$ cat config.mk
export PLATFORM = sky130hd
export DESIGN_NAME = ready_queue_with_removal_unit
export DESIGN_NICKNAME = d
export VERILOG_FILES = /design/src/sv/rqr_pkg.sv /design/src/sv/rqr_ctrl.sv /design/src/sv/rqr_datapath.sv /design/src/sv/ready_queue_with_removal_unit.sv
export VERILOG_INCLUDE_DIRS = /design/src /design/src/sv
export SDC_FILE = /design/constraint.sdc
export NUM_CORES = 1
export LEC_CHECK = 0
export BUFFER_PORTS_ARGS = -buffer_cell sky130_fd_sc_hd__buf_2
export CAP_MARGIN = 10
export CORE_UTILIZATION = 35
export CTS_CLUSTER_SIZE = 24
export DETAILED_ROUTE_END_ITERATION = 10
export SYNTH_ARGS = -nofsm -noshare
export SYNTH_HDL_FRONTEND = slang
export SYNTH_HIERARCHICAL = 1
export SYNTH_SLANG_ARGS = --single-unit
$ cat constraint.sdc
create_clock -name i_clk -period 9.5 [get_ports i_clk]
set_input_delay 2.375 -clock i_clk [delete_from_list [all_inputs] [get_ports i_clk]]
set_output_delay 2.375 -clock i_clk [all_outputs]
set_load 0.02 [all_outputs]
$ cat src/sv/ready_queue_with_removal_unit_macros.svh
// Assertion macros shared by the ready queue RTL.
`ifndef READY_QUEUE_WITH_REMOVAL_UNIT_MACROS_SVH
`define READY_QUEUE_WITH_REMOVAL_UNIT_MACROS_SVH

`ifndef SYNTHESIS

// Same-cycle implication, checked at every rising clock edge out of reset.
`define RQR_ASSERT_IMPL(label, clk, rst_n, ante, cons) \
    label: assert property (@(posedge clk) disable iff (!(rst_n)) (ante) |-> (cons)) \
        else $error("rqr: implication check failed");

// Next-cycle implication.
`define RQR_ASSERT_NEXT(label, clk, rst_n, ante, cons) \
    label: assert property (@(posedge clk) disable iff (!(rst_n)) (ante) |=> (cons)) \
        else $error("rqr: next-cycle check failed");

`else

`define RQR_ASSERT_IMPL(label, clk, rst_n, ante, cons)
`define RQR_ASSERT_NEXT(label, clk, rst_n, ante, cons)

`endif

`endif

$ cat src/sv/rqr_pkg.sv
`timescale 1ns / 1ps
`default_nettype none

package rqr_pkg;

    localparam int QUEUE_DEPTH_DEF = 16;
    localparam int ID_W            = 4;
    localparam int OPCODE_W        = 2;
    localparam int COUNT_W         = 5;
    localparam int IN_TDATA_W      = 8;
    localparam int OUT_TDATA_W     = 16;

    typedef enum logic [OPCODE_W-1:0] {
        OP_PUSH   = 2'd0,
        OP_POP    = 2'd1,
        OP_REMOVE = 2'd2,
        OP_NOP    = 2'd3
    } t_opcode;

    typedef enum logic {
        ST_IDLE,
        ST_EXEC
    } t_state;

    // Controller to datapath commands.
    typedef struct packed {
        logic load;   // capture the incoming request
        logic exec;   // update the cells and the result register
    } t_dp_cmd;

    // Result payload, first field in the highest bits.
    typedef struct packed {
        logic [COUNT_W-1:0] entry_count;
        logic               queue_empty;
        logic               was_queued;
        logic               popped_valid;
        logic [ID_W-1:0]    popped_id;
    } t_result;

    localparam int RESULT_W = $bits(t_result);

endpackage

`default_nettype wire

$ cat src/sv/rqr_ctrl.sv
`timescale 1ns / 1ps
`default_nettype none

module rqr_ctrl (
    input  logic             i_clk,
    input  logic             i_rst_n,
    input  logic             i_in_valid,
    output logic             o_in_ready,
    output logic             o_out_valid,
    input  logic             i_out_ready,
    output rqr_pkg::t_dp_cmd o_cmd
);

    rqr_pkg::t_state r_state;
    rqr_pkg::t_state n_state;
    logic            r_out_vld;
    logic            n_out_vld;
    logic            w_slot_free;

    assign w_slot_free = !r_out_vld || i_out_ready;

    always_ff @(posedge i_clk) begin
        if (!i_rst_n) begin
            r_state   <= rqr_pkg::ST_IDLE;
            r_out_vld <= 1'b0;
        end else begin
            r_state   <= n_state;
            r_out_vld <= n_out_vld;
        end
    end

    always_comb begin
        n_state = r_state;
        unique case (r_state)
            rqr_pkg::ST_IDLE: begin
                if (i_in_valid) begin
                    n_state = rqr_pkg::ST_EXEC;
                end
            end
            rqr_pkg::ST_EXEC: begin
                if (w_slot_free) begin
                    n_state = rqr_pkg::ST_IDLE;
                end
            end
            default: n_state = rqr_pkg::ST_IDLE;
        endcase
    end

    always_comb begin
        o_in_ready = 1'b0;
        o_cmd      = '0;
        n_out_vld  = r_out_vld && !i_out_ready;
        unique case (r_state)
            rqr_pkg::ST_IDLE: begin
                o_in_ready = 1'b1;
                o_cmd.load = i_in_valid;
            end
            rqr_pkg::ST_EXEC: begin
                // hold the request until the result register can take it
                if (w_slot_free) begin
                    o_cmd.exec = 1'b1;
                    n_out_vld  = 1'b1;
                end
            end
            default: begin
                o_in_ready = 1'b0;
            end
        endcase
    end

    assign o_out_valid = r_out_vld;

endmodule

`default_nettype wire

$ cat src/sv/rqr_datapath.sv
`timescale 1ns / 1ps
`default_nettype none

module rqr_datapath #(
    parameter int QUEUE_DEPTH = rqr_pkg::QUEUE_DEPTH_DEF
) (
    input  logic                       i_clk,
    input  logic                       i_rst_n,
    input  rqr_pkg::t_dp_cmd           i_cmd,
    input  rqr_pkg::t_opcode           i_opcode,
    input  logic [rqr_pkg::ID_W-1:0]   i_thread_id,
    output rqr_pkg::t_result           o_result
);

    localparam int IDX_W = (QUEUE_DEPTH > 1) ? $clog2(QUEUE_DEPTH) : 1;
    localparam int CNT_W = $clog2(QUEUE_DEPTH + 1);

    rqr_pkg::t_opcode           r_op;
    logic [rqr_pkg::ID_W-1:0]   r_tid;
    logic [rqr_pkg::ID_W-1:0]   r_slot_id [QUEUE_DEPTH];
    logic [rqr_pkg::ID_W-1:0]   n_slot_id [QUEUE_DEPTH];
    logic [QUEUE_DEPTH-1:0]     r_slot_vld;
    logic [QUEUE_DEPTH-1:0]     n_slot_vld;
    logic [CNT_W-1:0]           r_count;
    logic [CNT_W-1:0]           n_count;
    rqr_pkg::t_result           r_result;
    rqr_pkg::t_result           n_result;

    logic [rqr_pkg::ID_W-1:0]   w_up_id [QUEUE_DEPTH];
    logic [QUEUE_DEPTH-1:0]     w_up_vld;
    logic [QUEUE_DEPTH-1:0]     w_match;
    logic                       w_hit;
    logic [IDX_W-1:0]           w_pos;
    logic [IDX_W-1:0]           w_drop_pos;
    logic                       w_is_pop;
    logic                       w_is_find;
    logic                       w_pop_ok;
    logic                       w_drop;
    logic                       w_append;
    logic [CNT_W-1:0]           w_cnt_mid;

    // Each cell sees its upper neighbor; the top cell takes an empty slot.
    for (genvar g = 0; g < QUEUE_DEPTH; g++) begin : g_cell
        if (g < QUEUE_DEPTH - 1) begin : g_inner
            assign w_up_id[g]  = r_slot_id[g+1];
            assign w_up_vld[g] = r_slot_vld[g+1];
        end else begin : g_top
            assign w_up_id[g]  = '0;
            assign w_up_vld[g] = 1'b0;
        end
        assign w_match[g] = r_slot_vld[g] && (r_slot_id[g] == r_tid);
    end

    assign w_hit = |w_match;

    // Identifiers are unique in the queue, so at most one cell matches.
    always_comb begin
        w_pos = '0;
        for (int i = 0; i < QUEUE_DEPTH; i++) begin
            if (w_match[i]) begin
                w_pos = w_pos | IDX_W'(i);
            end
        end
    end

    assign w_is_pop   = (r_op == rqr_pkg::OP_POP);
    assign w_is_find  = (r_op == rqr_pkg::OP_PUSH) || (r_op == rqr_pkg::OP_REMOVE);
    assign w_pop_ok   = w_is_pop && r_slot_vld[0];
    assign w_drop     = w_is_find ? w_hit : w_pop_ok;
    assign w_drop_pos = w_is_pop ? '0 : w_pos;
    assign w_cnt_mid  = r_count - CNT_W'(w_drop);
    assign w_append   = (r_op == rqr_pkg::OP_PUSH) && (w_cnt_mid < CNT_W'(QUEUE_DEPTH));
    assign n_count    = w_cnt_mid + CNT_W'(w_append);

    always_comb begin
        for (int i = 0; i < QUEUE_DEPTH; i++) begin
            // close the gap: every cell at or above the dropped one shifts down
            if (w_drop && (IDX_W'(i) >= w_drop_pos)) begin
                n_slot_id[i]  = w_up_id[i];
                n_slot_vld[i] = w_up_vld[i];
            end else begin
                n_slot_id[i]  = r_slot_id[i];
                n_slot_vld[i] = r_slot_vld[i];
            end
            if (w_append && (CNT_W'(i) == w_cnt_mid)) begin
                n_slot_id[i]  = r_tid;
                n_slot_vld[i] = 1'b1;
            end
        end
    end

    always_comb begin
        n_result              = '0;
        n_result.popped_id    = w_pop_ok ? r_slot_id[0] : '0;
        n_result.popped_valid = w_pop_ok;
        n_result.was_queued   = w_is_find && w_hit;
        n_result.queue_empty  = (n_count == '0);
        n_result.entry_count  = rqr_pkg::COUNT_W'(n_count);
    end

    always_ff @(posedge i_clk) begin
        if (!i_rst_n) begin
            r_slot_vld <= '0;
            r_count    <= '0;
        end else if (i_cmd.exec) begin
            r_slot_vld <= n_slot_vld;
            r_count    <= n_count;
        end
    end

    always_ff @(posedge i_clk) begin
        if (i_cmd.load) begin
            r_op  <= i_opcode;
            r_tid <= i_thread_id;
        end
        if (i_cmd.exec) begin
            r_slot_id <= n_slot_id;
            r_result  <= n_result;
        end
    end

    assign o_result = r_result;

endmodule

`default_nettype wire

$ cat src/sv/ready_queue_with_removal_unit.sv
// Ready queue of 4-bit thread identifiers with push, pop and remove-by-id.
// A request is first captured; then comes the update, in which every queue
// cell compares its identifier against the request at once and the cells
// above a removed entry shift down by one. The next request is accepted in
// the cycle after the update, and none is taken while one is in flight;
// a stalled result register holds the update back.
// Input tdata: opcode [1:0] (0 push, 1 pop, 2 remove, 3 no operation),
// thread_id [5:2]. A push of a queued identifier moves it to the tail.
`timescale 1ns / 1ps
`default_nettype none

`include "ready_queue_with_removal_unit_macros.svh"

module ready_queue_with_removal_unit #(
    parameter int QUEUE_DEPTH = rqr_pkg::QUEUE_DEPTH_DEF
) (
    input  logic                              i_clk,
    input  logic                              i_rst_n,
    input  logic                              s_axis_tvalid,
    output logic                              s_axis_tready,
    // opcode [1:0], thread_id [5:2], zero [7:6]
    input  logic [rqr_pkg::IN_TDATA_W-1:0]    s_axis_tdata,
    output logic                              m_axis_tvalid,
    input  logic                              m_axis_tready,
    // popped_id [3:0], popped_valid [4], was_queued [5], queue_empty [6],
    // entry_count [11:7], zero [15:12]
    output logic [rqr_pkg::OUT_TDATA_W-1:0]   m_axis_tdata
);

    rqr_pkg::t_dp_cmd w_cmd;
    rqr_pkg::t_result w_result;

    rqr_ctrl u_ctrl (
        .i_clk       (i_clk),
        .i_rst_n     (i_rst_n),
        .i_in_valid  (s_axis_tvalid),
        .o_in_ready  (s_axis_tready),
        .o_out_valid (m_axis_tvalid),
        .i_out_ready (m_axis_tready),
        .o_cmd       (w_cmd)
    );

    rqr_datapath #(
        .QUEUE_DEPTH (QUEUE_DEPTH)
    ) u_datapath (
        .i_clk       (i_clk),
        .i_rst_n     (i_rst_n),
        .i_cmd       (w_cmd),
        .i_opcode    (rqr_pkg::t_opcode'(s_axis_tdata[rqr_pkg::OPCODE_W-1:0])),
        .i_thread_id (s_axis_tdata[rqr_pkg::OPCODE_W +: rqr_pkg::ID_W]),
        .o_result    (w_result)
    );

    assign m_axis_tdata = {{(rqr_pkg::OUT_TDATA_W - rqr_pkg::RESULT_W){1'b0}}, w_result};

    `RQR_ASSERT_NEXT(a_busy_after_accept, i_clk, i_rst_n, s_axis_tvalid && s_axis_tready, !s_axis_tready)
    `RQR_ASSERT_IMPL(a_empty_count_zero, i_clk, i_rst_n, m_axis_tvalid && w_result.queue_empty, w_result.entry_count == '0)
    `RQR_ASSERT_IMPL(a_pop_not_found, i_clk, i_rst_n, m_axis_tvalid && w_result.popped_valid, !w_result.was_queued)
    `RQR_ASSERT_IMPL(a_id_only_on_pop, i_clk, i_rst_n, m_axis_tvalid && !w_result.popped_valid, w_result.popped_id == '0)

endmodule

`default_nettype wire
==> reports/qor.yml <==
worst_setup_path:
  cpPeakStageDelay_ns: 0.47
  r2r_start: "u_datapath/r_tid[3]$_DFFE_PP_"
  start_kind: "register"
  worstRegToRegCells: 17
  crit_slowest_cell: "nor2_1"
  crit_path_start: "u_datapath/r_tid[3]$_DFFE_PP_"
  cp_cell_sequence: "buf_4 > inv_1 > o22ai_1 > a2111oi_2 > a31oi_1 > and4_4 > a21oi_4 > or2_1 > ha_1 > ha_1 > nor3b_1 > xor2_1 > nor3_2 > nand3_1 > nor2_1 > a311oi_1 > nor2_1"
  crit_path_end_kind: "register"
  worst-setup-path-type: "reg2reg"
  worstSetupPathDepth: 17
  cp.arrival_ns: 5.29
  crit_required_ns: 9.49
  path_buf_inv: 2
  path_delay_family: "simple AND/OR/NAND/NOR gates"
  cp_max_fo: 29
yosys:
  yosys-top-cells-count: "edfxtp_1 (82), mux2_2 (50), xor2_1 (49), nor2_1 (31), nand2_1 (30)"
  synthMostInstantiatedCell: "edfxtp_1"
  synth_warnings: 6
  synth.cell_area_mm2: 0.00595
  synth_cell_types: 72
  synth_area_leader_cell: "edfxtp_1"
  synth-seq-cells: 105
  synth.top_cell.area_share_pct: 41.4
  postSynthAreaPerCell_um2: 12.1
  yosysSeqAreaShare_pct: 49.1
  synth_edf_count: 82
  synth-main-ff-cell: "edfxtp_1"
  async_flop_share_pct: 0
  synth_area_leaders: "edfxtp_1 (41%), mux2_2 (9.5%), dfxtp_1 (7.7%)"
  synthCells: 492
cells_and_area:
  final_area_mm2: 0.00644
  drive_gt1_share_pct: 27.5
  nNetsFinal: 523
  syn2layout_area_growth_pct: 8.28
  multiInputGateArea_mm2: 0.00276
  seqCellArea_mm2: 0.00292
  final_util_pct: 38.9
  diodes: 0
  nFillCells: 1593
power:
  clock_power_share_pct: 36.9
  power.net_switching_mw: 0.207
  p_sw_share_pct: 22.9
  comb_power_share_pct: 7.5
  p_per_area_mw_per_mm2: 140
  seq_power_share_pct: 55.6
  peakVddDrop_uv: 74.7
  cellLeakagePower_nw: 2.22
  p_int_mw: 0.694
sta:
  post-route-period-util_pct: 55.8
  finalHoldViolCount: 0
  setup_tns_ns: 0
  setup_viol: 0
  hold_ws_ns: 0.501
  rsz0062_at_grt: "false"
  worstMarginPinSlew_ns: 0.862
  min_period_ns: 5.30
  finClkSkew_ns: 0.00721
  slew_headroom_pct: 42.4
  layout_setup_ws_ns: 4.20
  fmax_mhz: 189
  final_max_slew_viol_count: 0
placed_design:
  routabilityCongestion: 0.895
  port_buffers: 23
  dp_slack_ns: 4.27
  dpl.hpwl_mm: 8.93
  place_area_mm2: 0.00619
cts:
  cts-root-buf: "clkbuf_16"
  cts_buffer_depth: 2
  cts_buffers: 9
  insertion_delay_ns: 0.35
  cts_hold_buffers: 0
  cts_resized: 0
  cts_max_level: 3
  cts_tree: "yes"
  cts_sinks: 105
  cts_setup_buffers: 0
  path_clk_slew_ns: 0.07
die:
  ios: 30
  die_area_mm2: 0.0175
  die-height_um: 132
  floorplan.initialDensity_pct: 35.9
  row_count: 47
  coreArea_mm2: 0.0166
  die_w_um: 132
route:
  ant_nets: 0
  top_layer: "met4"
  vias: 3774
  drc_errors: 0
  first_pass_iters: 4
  drt-met1-wl_mm: 5.82
  wl_per_cell_um: 17.0
  avgViaCountPerCell: 5.16
  wl_met3_um: 443
  drtIter0Drc: 247
  finalWirelength_mm: 12.5
  dr_wl_met2_mm: 5.93
worst_hold_path:
  min-delay-start: "u_datapath/r_count[1]$_SDFFE_PN0P_"
  hp-class: "reg2reg"
  holdPathStages: 2
global_route:
  overflow: 0
  grt_usage_pct: 15.1
  grt_pass1_wl_mm: 20.7
  antenna_found_initial: 0
  grt_pass1_vias: 3899
  grt_max_degree: 34
run_status:
  status: "finished, final reports clean"
job:
  maxCapViolations: 0
## worst paths after layout
check | to | slack (ns)
setup / recovery | u_datapath/r_slot_id[21]$_DFFE_PP_ | 4.20
hold reg to reg | u_datapath/r_count[1]$_SDFFE_PN0P_ | 0.50
setup reg to reg | u_datapath/r_slot_id[21]$_DFFE_PP_ | 4.20
hold / removal | u_datapath/r_count[1]$_SDFFE_PN0P_ | 0.50
## sequential cells by signal, summed over array words and instances (netlist names)
name,cells
u_datapath/r_slot_id,64
u_datapath/r_slot_vld,16
u_datapath/o_result,12
u_datapath/r_count,5
u_datapath/r_tid,4
u_datapath/r_op,2
u_ctrl/o_out_valid,1
u_ctrl/r_state,1
## stage by stage
stage,std cells,power [mW]
floorplan,495,0.565
global placement,716,0.577
detailed placement,716,0.578
CTS,732,0.913
global route,732,0.934
finish,732,0.901
## routing by layer
layer | track usage [%] | vias to the layer above
met2 | 25.1 | 66
met5 | 0 | -
met1 | 19.7 | 1849
li1 | - | 1839
met3 | 1.81 | 20
met4 | 6.39 | 0
## layout make-up
class,count,share of cell area (%)
clock buffers,11,3.61
well taps,220,4.27
clock inverters,5,0.369
flip-flops and latches,105,45.4
repair buffers,28,2.37
inverters,21,1.22
multi-input cells,342,42.8
## worst register-to-register path, cell delays in order, from the launching register on
cell	delay, ns
edfxtp_1	0.36
buf_4	0.28
inv_1	0.36
o22ai_1	0.14
a2111oi_2	0.39
a31oi_1	0.13
and4_4	0.25
a21oi_4	0.35
or2_1	0.26
ha_1	0.21
ha_1	0.25
nor3b_1	0.33
xor2_1	0.13
nor3_2	0.27
nand3_1	0.28
nor2_1	0.47
a311oi_1	0.10
nor2_1	0.40
## cells in the final DEF, fill, tap and decap left out, types with 3 or more instances in the layout
master and instances:
edfxtp_1 82, mux2_2 50, xor2_1 49, nor2_1 31, nand2_1 30, buf_2 23, dfxtp_1 23, inv_1 20
xnor2_1 20, nand3_1 13, o21ai_0 12, clkbuf_16 9, nor3_1 9, a21oi_2 8, a21oi_1 8, and3_1 7
nor4_2 7, or3_1 7, mux2i_1 6, o221a_1 6, nand2b_1 5, buf_4 5, conb_1 4, clkinv_2 4
and2_1 4, a31oi_2 4, o221a_2 4, ha_1 4, a31oi_1 3, o21ai_2 3
## logic make-up (layout without fill, tap and decap cells)
logic type / Yosys count / after routing / synth area share [%]
simple gates: 133 / 133 / 12.6
flops: 105 / 105 / 49.1
compound gates: 76 / 76 / 12.0
xor+xnor: 69 / 69 / 10.2
mux: 56 / 56 / 10.5
buf+inv: 48 / 65 / 4.73
fa+ha+maj: 4 / 4 / 0.841
other cells: 1 / 4 / 0.0630
## power groups by stage
stage	combinational, mW	clock (mW)	sequential [mW]
2_1_floorplan	0.0521	0	0.513
3_3_place_gp	0.0660	0	0.511
3_5_place_dp	0.0674	0	0.511
4_1_cts	0.0679	0.345	0.501
5_1_grt	0.0739	0.359	0.501
6_report	0.0675	0.333	0.501
Note: power is estimated with default switching activity, not from simulation.
